[config.mk]
export PLATFORM = sky130hd
export DESIGN_NAME = buddy_block_allocator_flat
export DESIGN_NICKNAME = d
export VERILOG_FILES = /design/src/bba_pkg.sv /design/src/bba_if.sv /design/src/buddy_block_allocator.sv /design/src/flat_wrapper.sv
export SDC_FILE = /design/constraint.sdc
export NUM_CORES = 1
export LEC_CHECK = 0
export BUFFER_PORTS_ARGS = -buffer_cell sky130_fd_sc_hd__clkbuf_2
export CORE_MARGIN = 2
export CORE_UTILIZATION = 48
export DETAILED_ROUTE_END_ITERATION = 16
export PLACE_DENSITY = 0.76
export SETUP_SLACK_MARGIN = 0.15
export SYNTH_ARGS = -nofsm -noshare
export SYNTH_HDL_FRONTEND = slang
export SYNTH_SLANG_ARGS = --single-unit
[constraint.sdc]
create_clock -name clk -period 5.72 [get_ports clk]
set_clock_uncertainty 0.15 [all_clocks]
set_input_delay 0.572 -clock clk [delete_from_list [all_inputs] [get_ports clk]]
set_output_delay 0.572 -clock clk [all_outputs]
set_load 0.02 [all_outputs]
[src/bba_pkg.sv]
`default_nettype none
package bba_pkg;

  localparam int DEF_POOL_ORDER  = 10;
  localparam int DEF_GRAIN_ORDER = 4;
  localparam int SIZE_W          = 16;
  localparam int ADDR_W          = 32;
  localparam int ORD_W           = 5;

  localparam logic CMD_ALLOC = 1'b0;
  localparam logic CMD_FREE  = 1'b1;

  typedef enum logic [2:0] {
    ST_IDLE,
    ST_A_POP,
    ST_A_SPLIT,
    ST_F_ORD,
    ST_F_CHK,
    ST_F_LNK,
    ST_OUT
  } state_t;

  // Number of significant bits in the size, which is the smallest order
  // whose block is strictly larger than the size.
  function automatic logic [ORD_W-1:0] size_order(input logic [SIZE_W-1:0] size);
    logic [ORD_W-1:0] res;
    res = '0;
    for (int i = 0; i < SIZE_W; i++) begin
      if (size[i]) begin
        res = ORD_W'(i + 1);
      end
    end
    return res;
  endfunction

endpackage
`default_nettype wire

[src/bba_if.sv]
`default_nettype none
interface bba_req_if;
  logic                         valid;
  logic                         ready;
  logic                         command;
  logic [bba_pkg::SIZE_W-1:0]   request_size;
  logic [bba_pkg::ADDR_W-1:0]   block_address;

  modport source (output valid, command, request_size, block_address, input ready);
  modport sink   (input valid, command, request_size, block_address, output ready);
endinterface

interface bba_rsp_if;
  logic                         valid;
  logic                         ready;
  logic [bba_pkg::ADDR_W-1:0]   granted_address;
  logic                         success;

  modport source (output valid, granted_address, success, input ready);
  modport sink   (input valid, granted_address, success, output ready);
endinterface
`default_nettype wire

[src/buddy_block_allocator.sv]
`default_nettype none
// Binary buddy allocator over a pool of 2^POOL_ORDER bytes in minimum blocks of
// 2^GRAIN_ORDER bytes. Each request either allocates (command 0) or frees
// (command 1) and yields exactly one response; an allocation returns
// pool_base plus the block offset, a failed allocation and every free return
// address zero. The free lists live in a head register per order plus a
// next-link memory indexed by minimum block, and the order of each granted
// block sits in a second memory; both memories have a registered read and
// are not cleared, so no clearing pass follows reset. The one link that is
// live from reset, the null link of block zero on the top list, is supplied
// by a flag until that entry is first written. A failed allocation goes
// straight to the response register; a granted one pops its list head and
// then splits once per level down to the requested order. A free fetches
// its order, then at each order it climbs it searches that list for its
// buddy (at most 2^(POOL_ORDER-GRAIN_ORDER) entries examined, the buddy
// included). A new request is taken once the previous one has passed into
// the response register, so a slow consumer only stalls the block when a
// second response is ready.
module buddy_block_allocator #(
  parameter int POOL_ORDER  = bba_pkg::DEF_POOL_ORDER,
  parameter int GRAIN_ORDER = bba_pkg::DEF_GRAIN_ORDER
) (
  input  wire logic                       clk,
  input  wire logic                       rst_n,
  input  wire logic                       cfg_wr_en,
  input  wire logic [bba_pkg::ADDR_W-1:0] cfg_wr_data,
  bba_req_if.sink                         in_req,
  bba_rsp_if.source                       out_rsp
);

  localparam int SPAN   = (POOL_ORDER > GRAIN_ORDER) ? (POOL_ORDER - GRAIN_ORDER) : 0;
  localparam int TOP    = GRAIN_ORDER + SPAN;
  localparam int LEVELS = SPAN + 1;
  localparam int NBLK   = 1 << SPAN;
  localparam int BW     = (SPAN > 0) ? SPAN : 1;
  localparam int LW     = (LEVELS > 1) ? $clog2(LEVELS) : 1;
  localparam int AW     = bba_pkg::ADDR_W;

  // Configuration.
  logic [AW-1:0] pool_base_r;

  always_ff @(posedge clk) begin
    if (!rst_n) begin
      pool_base_r <= '0;
    end else if (cfg_wr_en) begin
      pool_base_r <= cfg_wr_data;
    end
  end

  // List heads: one valid bit and one block number per order.
  logic [LEVELS-1:0] head_vld_r;
  logic [BW-1:0]     head_blk_r [LEVELS];
  logic              hd_we;
  logic [LW-1:0]     hd_wlvl;
  logic              hd_wvld;
  logic [BW-1:0]     hd_wblk;

  always_ff @(posedge clk) begin
    if (!rst_n) begin
      head_vld_r <= LEVELS'(1) << SPAN;
      for (int l = 0; l < LEVELS; l++) begin
        head_blk_r[l] <= '0;
      end
    end else if (hd_we) begin
      head_vld_r[hd_wlvl] <= hd_wvld;
      head_blk_r[hd_wlvl] <= hd_wblk;
    end
  end

  // Next-link memory: valid bit above the block number.
  logic [BW:0]   lnk_mem [NBLK];
  logic          lnk_we;
  logic [BW-1:0] lnk_waddr;
  logic [BW:0]   lnk_wdata;
  logic [BW-1:0] lnk_raddr;
  logic [BW:0]   lnk_rdata_r;
  logic          lnk0_fresh_r;
  logic          lnk_rd0_r;
  logic [BW:0]   lnk_rdata;

  always_ff @(posedge clk) begin
    if (lnk_we) begin
      lnk_mem[lnk_waddr] <= lnk_wdata;
    end
    lnk_rdata_r <= lnk_mem[lnk_raddr];
    lnk_rd0_r   <= lnk0_fresh_r && (lnk_raddr == '0);
  end

  // Block zero holds a null link from reset until its entry is first written.
  always_ff @(posedge clk) begin
    if (!rst_n) begin
      lnk0_fresh_r <= 1'b1;
    end else if (lnk_we && lnk_waddr == '0) begin
      lnk0_fresh_r <= 1'b0;
    end
  end

  assign lnk_rdata = lnk_rd0_r ? '0 : lnk_rdata_r;

  // Recorded order memory, held as a level above GRAIN_ORDER.
  logic [LW-1:0] ord_mem [NBLK];
  logic          ord_we;
  logic [BW-1:0] ord_waddr;
  logic [LW-1:0] ord_wdata;
  logic [BW-1:0] ord_raddr;
  logic [LW-1:0] ord_rdata_r;

  always_ff @(posedge clk) begin
    if (ord_we) begin
      ord_mem[ord_waddr] <= ord_wdata;
    end
    ord_rdata_r <= ord_mem[ord_raddr];
  end

  // Working registers.
  bba_pkg::state_t state_r, state_nxt;
  logic [BW-1:0]   blk_r, blk_nxt;
  logic [LW-1:0]   lvl_r, lvl_nxt;
  logic [LW-1:0]   tgt_r, tgt_nxt;
  logic [BW-1:0]   cur_r, cur_nxt;
  logic [BW-1:0]   prev_r, prev_nxt;
  logic            at_head_r, at_head_nxt;
  logic [BW-1:0]   steps_r, steps_nxt;
  logic [AW-1:0]   res_addr_r, res_addr_nxt;
  logic            res_ok_r, res_ok_nxt;
  logic            out_vld_r, out_vld_nxt;
  logic [AW-1:0]   out_addr_r, out_addr_nxt;
  logic            out_ok_r, out_ok_nxt;

  logic          in_fire;
  logic [AW-1:0] free_off;
  logic [BW-1:0] free_blk;
  logic [BW-1:0] lvl_mask;
  logic [BW-1:0] bud;
  logic [BW-1:0] split_bud;
  logic [LW-1:0] lvl_dn;

  assign in_req.ready = (state_r == bba_pkg::ST_IDLE);
  assign in_fire      = in_req.valid && in_req.ready;

  // The free offset drops its low bits and then wraps modulo the block count.
  assign free_off  = ((in_req.block_address - pool_base_r) >> GRAIN_ORDER) & AW'(NBLK - 1);
  assign free_blk  = BW'(free_off);
  assign lvl_mask  = BW'(1) << lvl_r;
  assign bud       = blk_r ^ lvl_mask;
  assign lvl_dn    = lvl_r - LW'(1);
  assign split_bud = blk_r ^ (BW'(1) << lvl_dn);

  always_ff @(posedge clk) begin
    if (!rst_n) begin
      state_r   <= bba_pkg::ST_IDLE;
      out_vld_r <= 1'b0;
    end else begin
      state_r   <= state_nxt;
      out_vld_r <= out_vld_nxt;
    end
  end

  always_ff @(posedge clk) begin
    blk_r      <= blk_nxt;
    lvl_r      <= lvl_nxt;
    tgt_r      <= tgt_nxt;
    cur_r      <= cur_nxt;
    prev_r     <= prev_nxt;
    at_head_r  <= at_head_nxt;
    steps_r    <= steps_nxt;
    res_addr_r <= res_addr_nxt;
    res_ok_r   <= res_ok_nxt;
    out_addr_r <= out_addr_nxt;
    out_ok_r   <= out_ok_nxt;
  end

  always_comb begin
    int  ord_i;
    int  ol;
    int  lf;
    logic found;

    state_nxt    = state_r;
    blk_nxt      = blk_r;
    lvl_nxt      = lvl_r;
    tgt_nxt      = tgt_r;
    cur_nxt      = cur_r;
    prev_nxt     = prev_r;
    at_head_nxt  = at_head_r;
    steps_nxt    = steps_r;
    res_addr_nxt = res_addr_r;
    res_ok_nxt   = res_ok_r;
    out_vld_nxt  = out_vld_r && !out_rsp.ready;
    out_addr_nxt = out_addr_r;
    out_ok_nxt   = out_ok_r;

    hd_we     = 1'b0;
    hd_wlvl   = lvl_r;
    hd_wvld   = 1'b1;
    hd_wblk   = blk_r;
    lnk_we    = 1'b0;
    lnk_waddr = blk_r;
    lnk_wdata = {head_vld_r[lvl_r], head_blk_r[lvl_r]};
    lnk_raddr = cur_r;
    ord_we    = 1'b0;
    ord_waddr = blk_r;
    ord_wdata = tgt_r;
    ord_raddr = free_blk;

    ord_i = int'(bba_pkg::size_order(in_req.request_size));
    if (ord_i < GRAIN_ORDER) begin
      ord_i = GRAIN_ORDER;
    end
    ol    = ord_i - GRAIN_ORDER;
    found = 1'b0;
    lf    = 0;
    for (int l = LEVELS - 1; l >= 0; l--) begin
      if (l >= ol && head_vld_r[l]) begin
        found = 1'b1;
        lf    = l;
      end
    end

    unique case (state_r)
      bba_pkg::ST_IDLE: begin
        if (in_fire) begin
          if (in_req.command == bba_pkg::CMD_FREE) begin
            blk_nxt   = free_blk;
            state_nxt = bba_pkg::ST_F_ORD;
          end else if (ord_i > TOP || !found) begin
            res_addr_nxt = '0;
            res_ok_nxt   = 1'b0;
            state_nxt    = bba_pkg::ST_OUT;
          end else begin
            // Pop the head of the first non-empty list; its link arrives next.
            blk_nxt   = head_blk_r[LW'(lf)];
            lvl_nxt   = LW'(lf);
            tgt_nxt   = LW'(ol);
            lnk_raddr = head_blk_r[LW'(lf)];
            state_nxt = bba_pkg::ST_A_POP;
          end
        end
      end

      bba_pkg::ST_A_POP: begin
        hd_we   = 1'b1;
        hd_wlvl = lvl_r;
        hd_wvld = lnk_rdata[BW];
        hd_wblk = lnk_rdata[BW-1:0];
        if (lvl_r == tgt_r) begin
          ord_we       = 1'b1;
          res_addr_nxt = pool_base_r + (AW'(blk_r) << GRAIN_ORDER);
          res_ok_nxt   = 1'b1;
          state_nxt    = bba_pkg::ST_OUT;
        end else begin
          state_nxt = bba_pkg::ST_A_SPLIT;
        end
      end

      bba_pkg::ST_A_SPLIT: begin
        // The upper half goes onto the empty list one order down.
        lnk_we    = 1'b1;
        lnk_waddr = split_bud;
        lnk_wdata = '0;
        hd_we     = 1'b1;
        hd_wlvl   = lvl_dn;
        hd_wvld   = 1'b1;
        hd_wblk   = split_bud;
        lvl_nxt   = lvl_dn;
        if (lvl_dn == tgt_r) begin
          ord_we       = 1'b1;
          res_addr_nxt = pool_base_r + (AW'(blk_r) << GRAIN_ORDER);
          res_ok_nxt   = 1'b1;
          state_nxt    = bba_pkg::ST_OUT;
        end
      end

      bba_pkg::ST_F_ORD: begin
        if (int'(ord_rdata_r) > SPAN) begin
          lvl_nxt = LW'(SPAN);
        end else begin
          lvl_nxt = ord_rdata_r;
        end
        state_nxt = bba_pkg::ST_F_CHK;
      end

      bba_pkg::ST_F_CHK: begin
        if (int'(lvl_r) >= SPAN || !head_vld_r[lvl_r]) begin
          // Push the block: it cannot merge any further.
          lnk_we       = 1'b1;
          hd_we        = 1'b1;
          res_addr_nxt = '0;
          res_ok_nxt   = 1'b1;
          state_nxt    = bba_pkg::ST_OUT;
        end else begin
          cur_nxt     = head_blk_r[lvl_r];
          lnk_raddr   = head_blk_r[lvl_r];
          at_head_nxt = 1'b1;
          steps_nxt   = '0;
          state_nxt   = bba_pkg::ST_F_LNK;
        end
      end

      bba_pkg::ST_F_LNK: begin
        if (cur_r == bud) begin
          // Buddy found: unlink it and merge towards the lower address.
          if (at_head_r) begin
            hd_we   = 1'b1;
            hd_wvld = lnk_rdata[BW];
            hd_wblk = lnk_rdata[BW-1:0];
          end else begin
            lnk_we    = 1'b1;
            lnk_waddr = prev_r;
            lnk_wdata = lnk_rdata;
          end
          blk_nxt   = blk_r & ~lvl_mask;
          lvl_nxt   = lvl_r + LW'(1);
          state_nxt = bba_pkg::ST_F_CHK;
        end else if (!lnk_rdata[BW] || steps_r == BW'(NBLK - 1)) begin
          lnk_we       = 1'b1;
          hd_we        = 1'b1;
          res_addr_nxt = '0;
          res_ok_nxt   = 1'b1;
          state_nxt    = bba_pkg::ST_OUT;
        end else begin
          prev_nxt    = cur_r;
          cur_nxt     = lnk_rdata[BW-1:0];
          lnk_raddr   = lnk_rdata[BW-1:0];
          at_head_nxt = 1'b0;
          steps_nxt   = steps_r + BW'(1);
        end
      end

      bba_pkg::ST_OUT: begin
        if (!out_vld_r || out_rsp.ready) begin
          out_vld_nxt  = 1'b1;
          out_addr_nxt = res_addr_r;
          out_ok_nxt   = res_ok_r;
          state_nxt    = bba_pkg::ST_IDLE;
        end
      end

      default: begin
        state_nxt = bba_pkg::ST_IDLE;
      end
    endcase
  end

  assign out_rsp.valid           = out_vld_r;
  assign out_rsp.granted_address = out_addr_r;
  assign out_rsp.success         = out_ok_r;

  // A failed allocation never carries an address.
  a_fail_zero: assert property (@(posedge clk) disable iff (!rst_n)
    out_vld_r && !out_ok_r |-> out_addr_r == '0)
    else $error("failed response carries an address");

  // A split always stays above the requested order.
  a_split_lvl: assert property (@(posedge clk) disable iff (!rst_n)
    state_r == bba_pkg::ST_A_SPLIT |-> lvl_r > tgt_r)
    else $error("split below the requested order");

  // A list walk never happens at the top order.
  a_walk_lvl: assert property (@(posedge clk) disable iff (!rst_n)
    state_r == bba_pkg::ST_F_LNK |-> int'(lvl_r) < SPAN)
    else $error("list walk at the top order");

  // One request at a time: acceptance closes the input until it is done.
  a_one_req: assert property (@(posedge clk) disable iff (!rst_n)
    in_fire |=> !in_req.ready)
    else $error("second request taken while busy");

endmodule
`default_nettype wire
[src/flat_wrapper.sv]
// flat-port wrapper written by rule: the top's interface ports become plain ports
module buddy_block_allocator_flat 
#(
  parameter int POOL_ORDER  = bba_pkg::DEF_POOL_ORDER,
  parameter int GRAIN_ORDER = bba_pkg::DEF_GRAIN_ORDER
)
  (clk, rst_n, cfg_wr_en, cfg_wr_data, in_req_valid, in_req_command, in_req_request_size, in_req_block_address, in_req_ready, out_rsp_valid, out_rsp_granted_address, out_rsp_success, out_rsp_ready);
  bba_req_if in_req_i ();
  bba_rsp_if out_rsp_i ();
  input  wire logic clk;
  input  wire logic rst_n;
  input  wire logic cfg_wr_en;
  input  wire logic [bba_pkg::ADDR_W-1:0] cfg_wr_data;
  input wire logic [$bits(in_req_i.valid)-1:0] in_req_valid;
  input wire logic [$bits(in_req_i.command)-1:0] in_req_command;
  input wire logic [$bits(in_req_i.request_size)-1:0] in_req_request_size;
  input wire logic [$bits(in_req_i.block_address)-1:0] in_req_block_address;
  output wire logic [$bits(in_req_i.ready)-1:0] in_req_ready;
  output wire logic [$bits(out_rsp_i.valid)-1:0] out_rsp_valid;
  output wire logic [$bits(out_rsp_i.granted_address)-1:0] out_rsp_granted_address;
  output wire logic [$bits(out_rsp_i.success)-1:0] out_rsp_success;
  input wire logic [$bits(out_rsp_i.ready)-1:0] out_rsp_ready;
  assign in_req_i.valid = in_req_valid;
  assign in_req_i.command = in_req_command;
  assign in_req_i.request_size = in_req_request_size;
  assign in_req_i.block_address = in_req_block_address;
  assign in_req_ready = in_req_i.ready;
  assign out_rsp_valid = out_rsp_i.valid;
  assign out_rsp_granted_address = out_rsp_i.granted_address;
  assign out_rsp_success = out_rsp_i.success;
  assign out_rsp_i.ready = out_rsp_ready;
  buddy_block_allocator #(.POOL_ORDER(POOL_ORDER), .GRAIN_ORDER(GRAIN_ORDER)) u_core (.clk(clk), .rst_n(rst_n), .cfg_wr_en(cfg_wr_en), .cfg_wr_data(cfg_wr_data), .in_req(in_req_i), .out_rsp(out_rsp_i));
endmodule
==> impl_metrics.tcl <==
set metrics [dict create \
    route.detailed.drc 0 \
    initial_utilization_pct 48.52 \
    ir_drop_uv 384.7 \
    status "finished, final reports clean" \
    ant_nets 0 \
    ys_seq_elements 843 \
    fin_ws_ns 0.5246 \
    fin_crit_sh_pct 90.83 \
    synthCells 2709 \
    die_area_um2 79140 \
    rsz0062_at_grt "no" \
    synth_area_um2 36920 \
    tightestPinTransition_ns 1.345 \
    synthArstFlopShare_pct 0 \
    post-cts-setup-buffer-count 0 \
    drive_above_1_share_pct 18.52 \
    yosys-top-cells-area "edfxtp_1 63%, mux2i_1 4.7%, mux4_2 4.5%" \
    yosysUniqueCellTypes 86 \
    hp-class "primary input to register" \
    mostFrequentLayoutCells "779 x edfxtp_1, 336 x nand2_1, 299 x nor2_1, 175 x buf_4, 173 x mux2i_1" \
    clock_sinks 843 \
    die_x_um 281.3 \
    layout_commonest_cell "edfxtp_1" \
    cts_root_buffer "clkbuf_16" \
    synth_ff_type "edfxtp_1" \
    n_fill_cell 6044 \
    cts_hold_buf 4 \
    gp_congestion 0.9422 \
    grt_first_pass_wirelength_mm 142.1 \
    synth_top_area_cell "edfxtp_1" \
    hpwlAfterDp_mm 62.94 \
    synth_warnings 0 \
    postPlaceCellArea_um2 39870 \
    track_usage_pct 23.72 \
    place_ws_ns -0.02098 \
    synth_edf_count 779 \
    num_rows 101 \
    firstDrtPassIters 6 \
    clockBufferDepth 3 \
    cts_resized 0 \
    synth-seq-area-share_pct 66.84 \
    synth_top_area_share_pct 63.37 \
    cts_tree "built" \
    leakagePower_nw 14.97 \
    grt_pass1_vias 23670 \
    htree_num_levels 3 \
    wl_per_cell_um 23.31 \
    cp.required_ns 6.08 \
    hold_viol 0 \
    grt_max_degree 67 \
    criticalPathCategory "primary input to register" \
    cp-end-kind "register" \
    max_freq_ghz 0.1925 \
    syn_to_final_growth_pct 15.27 \
    max-cap-violations 0 \
    core_um2 76080 \
    fin_area_um2 42550 \
    layout.nets 3074 \
    slew_headroom_pct 9.968 \
    slew_violations 0 \
    via_count 24180 \
    worstPathMaxFanout 7 \
    syn-num-nets 2826 \
    cts_buffers 82 \
    vias_per_cell 5.972 \
    antenna_found_initial 1 \
    clk_latency_ns 0.65 \
    overflow 0 \
    final-setup-viol-count 0 \
    clk_pin_slew_ns 0.06 \
    die_height_um 281.3 \
    critPathLaunchType "primary input" \
    port_buffers 98 \
    pwr_density_cell_nw_per_um2 548.4 \
    pin_count 121 \
    crit_arrival_ns 5.55 \
    syn_avg_cell_area_um2 13.63 \
    drt_iter0_drc 2918 \
    drt-total-wl_mm 94.39 \
    timing.final.crit_period_ns 5.195 \
]
==> registers in the layout, summed over array words and instances, names as in the netlist, 3 cells and up, named ones only <==
register,count
u_core.lnk_mem,448
u_core.ord_mem,192
u_core.head_blk_r,48
u_core.out_rsp.granted_address,32
u_core.pool_base_r,32
u_core.res_addr_r,32
u_core.head_vld_r,7
u_core.lnk_rdata_r,7
u_core.blk_r,6
u_core.cur_r,6
u_core.prev_r,6
u_core.steps_r,6
u_core.lvl_r,3
u_core.ord_rdata_r,3
u_core.ord_wdata,3
u_core.state_r,3
==> final timing paths <==
check	from	slack, ns	cells after the start	end
hold / removal	cfg_wr_data[19]	0.03	3	u_core.pool_base_r[19]
setup / recovery	in_req_request_size[8]	0.52	20	u_core.lnk_rdata_r[1]
hold reg to reg	u_core.res_addr_r[2]	0.27	0	u_core.out_rsp.granted_address[2]
setup reg to reg	u_core.lvl_r[0]	0.55	13	u_core.lnk_mem[53][3]
==> critical path, stage by stage <==
cell      delay [ns]
clkbuf_2        0.11
or4_1           0.60
o21ai_0         0.26
inv_1           0.07
ha_1            0.23
o221a_2         0.31
a211oi_1        0.37
o22ai_1         0.26
nand2_1         0.31
nor2_1          0.09
a32o_1          0.24
o21ai_2         0.27
and2_2          0.39
buf_12          0.17
buf_4           0.16
nor2_1          0.11
a32oi_1         0.25
o21ai_0         0.20
a211oi_1        0.48
a41oi_1         0.08
==> layout make-up <==
class	count	area (um^2)	area share [%]
multi-input cells	1691	11580	27.21
clock inverters	40	434.2	1.020
repair buffers	296	2225	5.228
diodes	1	2.502	0.005881
clock buffers	105	2191	5.148
inverters	43	161.4	0.3793
well taps	1030	1289	3.029
flip-flops and latches	843	24670	57.98
==> through the flow <==
step	setup TNS (ns)	hold WS (ns)	std cells	total power [mW]	util, %
after floorplan	0	0.2503	2709	14.04	-
after global placement	-0.08500	0.2510	3898	17.66	52.40
after detailed placement	-0.02098	0.2552	3898	17.88	52.40
after CTS	0	0.003891	4047	23.21	55.91
after global routing	0	0.01172	4049	24.23	55.94
final	0	0.02667	4049	23.34	55.94
==> synth_stat cells (22+ instances only) <==
library cell and count:
a31oi_1 31, a211oi_1 41, and3_1 35, nand3_1 77, or3_1 23, and2_1 22, o21ai_0 77, mux2i_1 174
nor2_1 301, dfxtp_1 64, mux2_2 36, mux4_2 73, nand2_1 337, nor2b_1 48, inv_1 39, a21oi_1 88
xnor2_1 24, buf_2 41, edfxtp_1 779, ha_1 30, clkbuf_1 61
==> routing by layer <==
metal / global-route usage [%] / up-vias / wire length [um]
li1: - / 10740 / -
met1: 31.58 / 11910 / 37170
met2: 38.95 / 1281 / 45330
met3: 3.949 / 248 / 7840
met4: 9.656 / 0 / 4052
met5: 0 / - / 0
==> kinds of logic after synthesis <==
kind of cell,synth area share (%)
compound gates,7.474
flops,66.84
fa+ha+maj,1.071
mux,10.27
simple gates,11.27
buf+inv,2.132
xor+xnor,0.9490
==> power by group <==
group          switching, mW  internal (mW)
registers              0.284           8.17
logic                   6.18           3.38
clock network           2.32           3.01
total                   8.79           14.5
No activity file was read; power rests on OpenSTA's default activity.
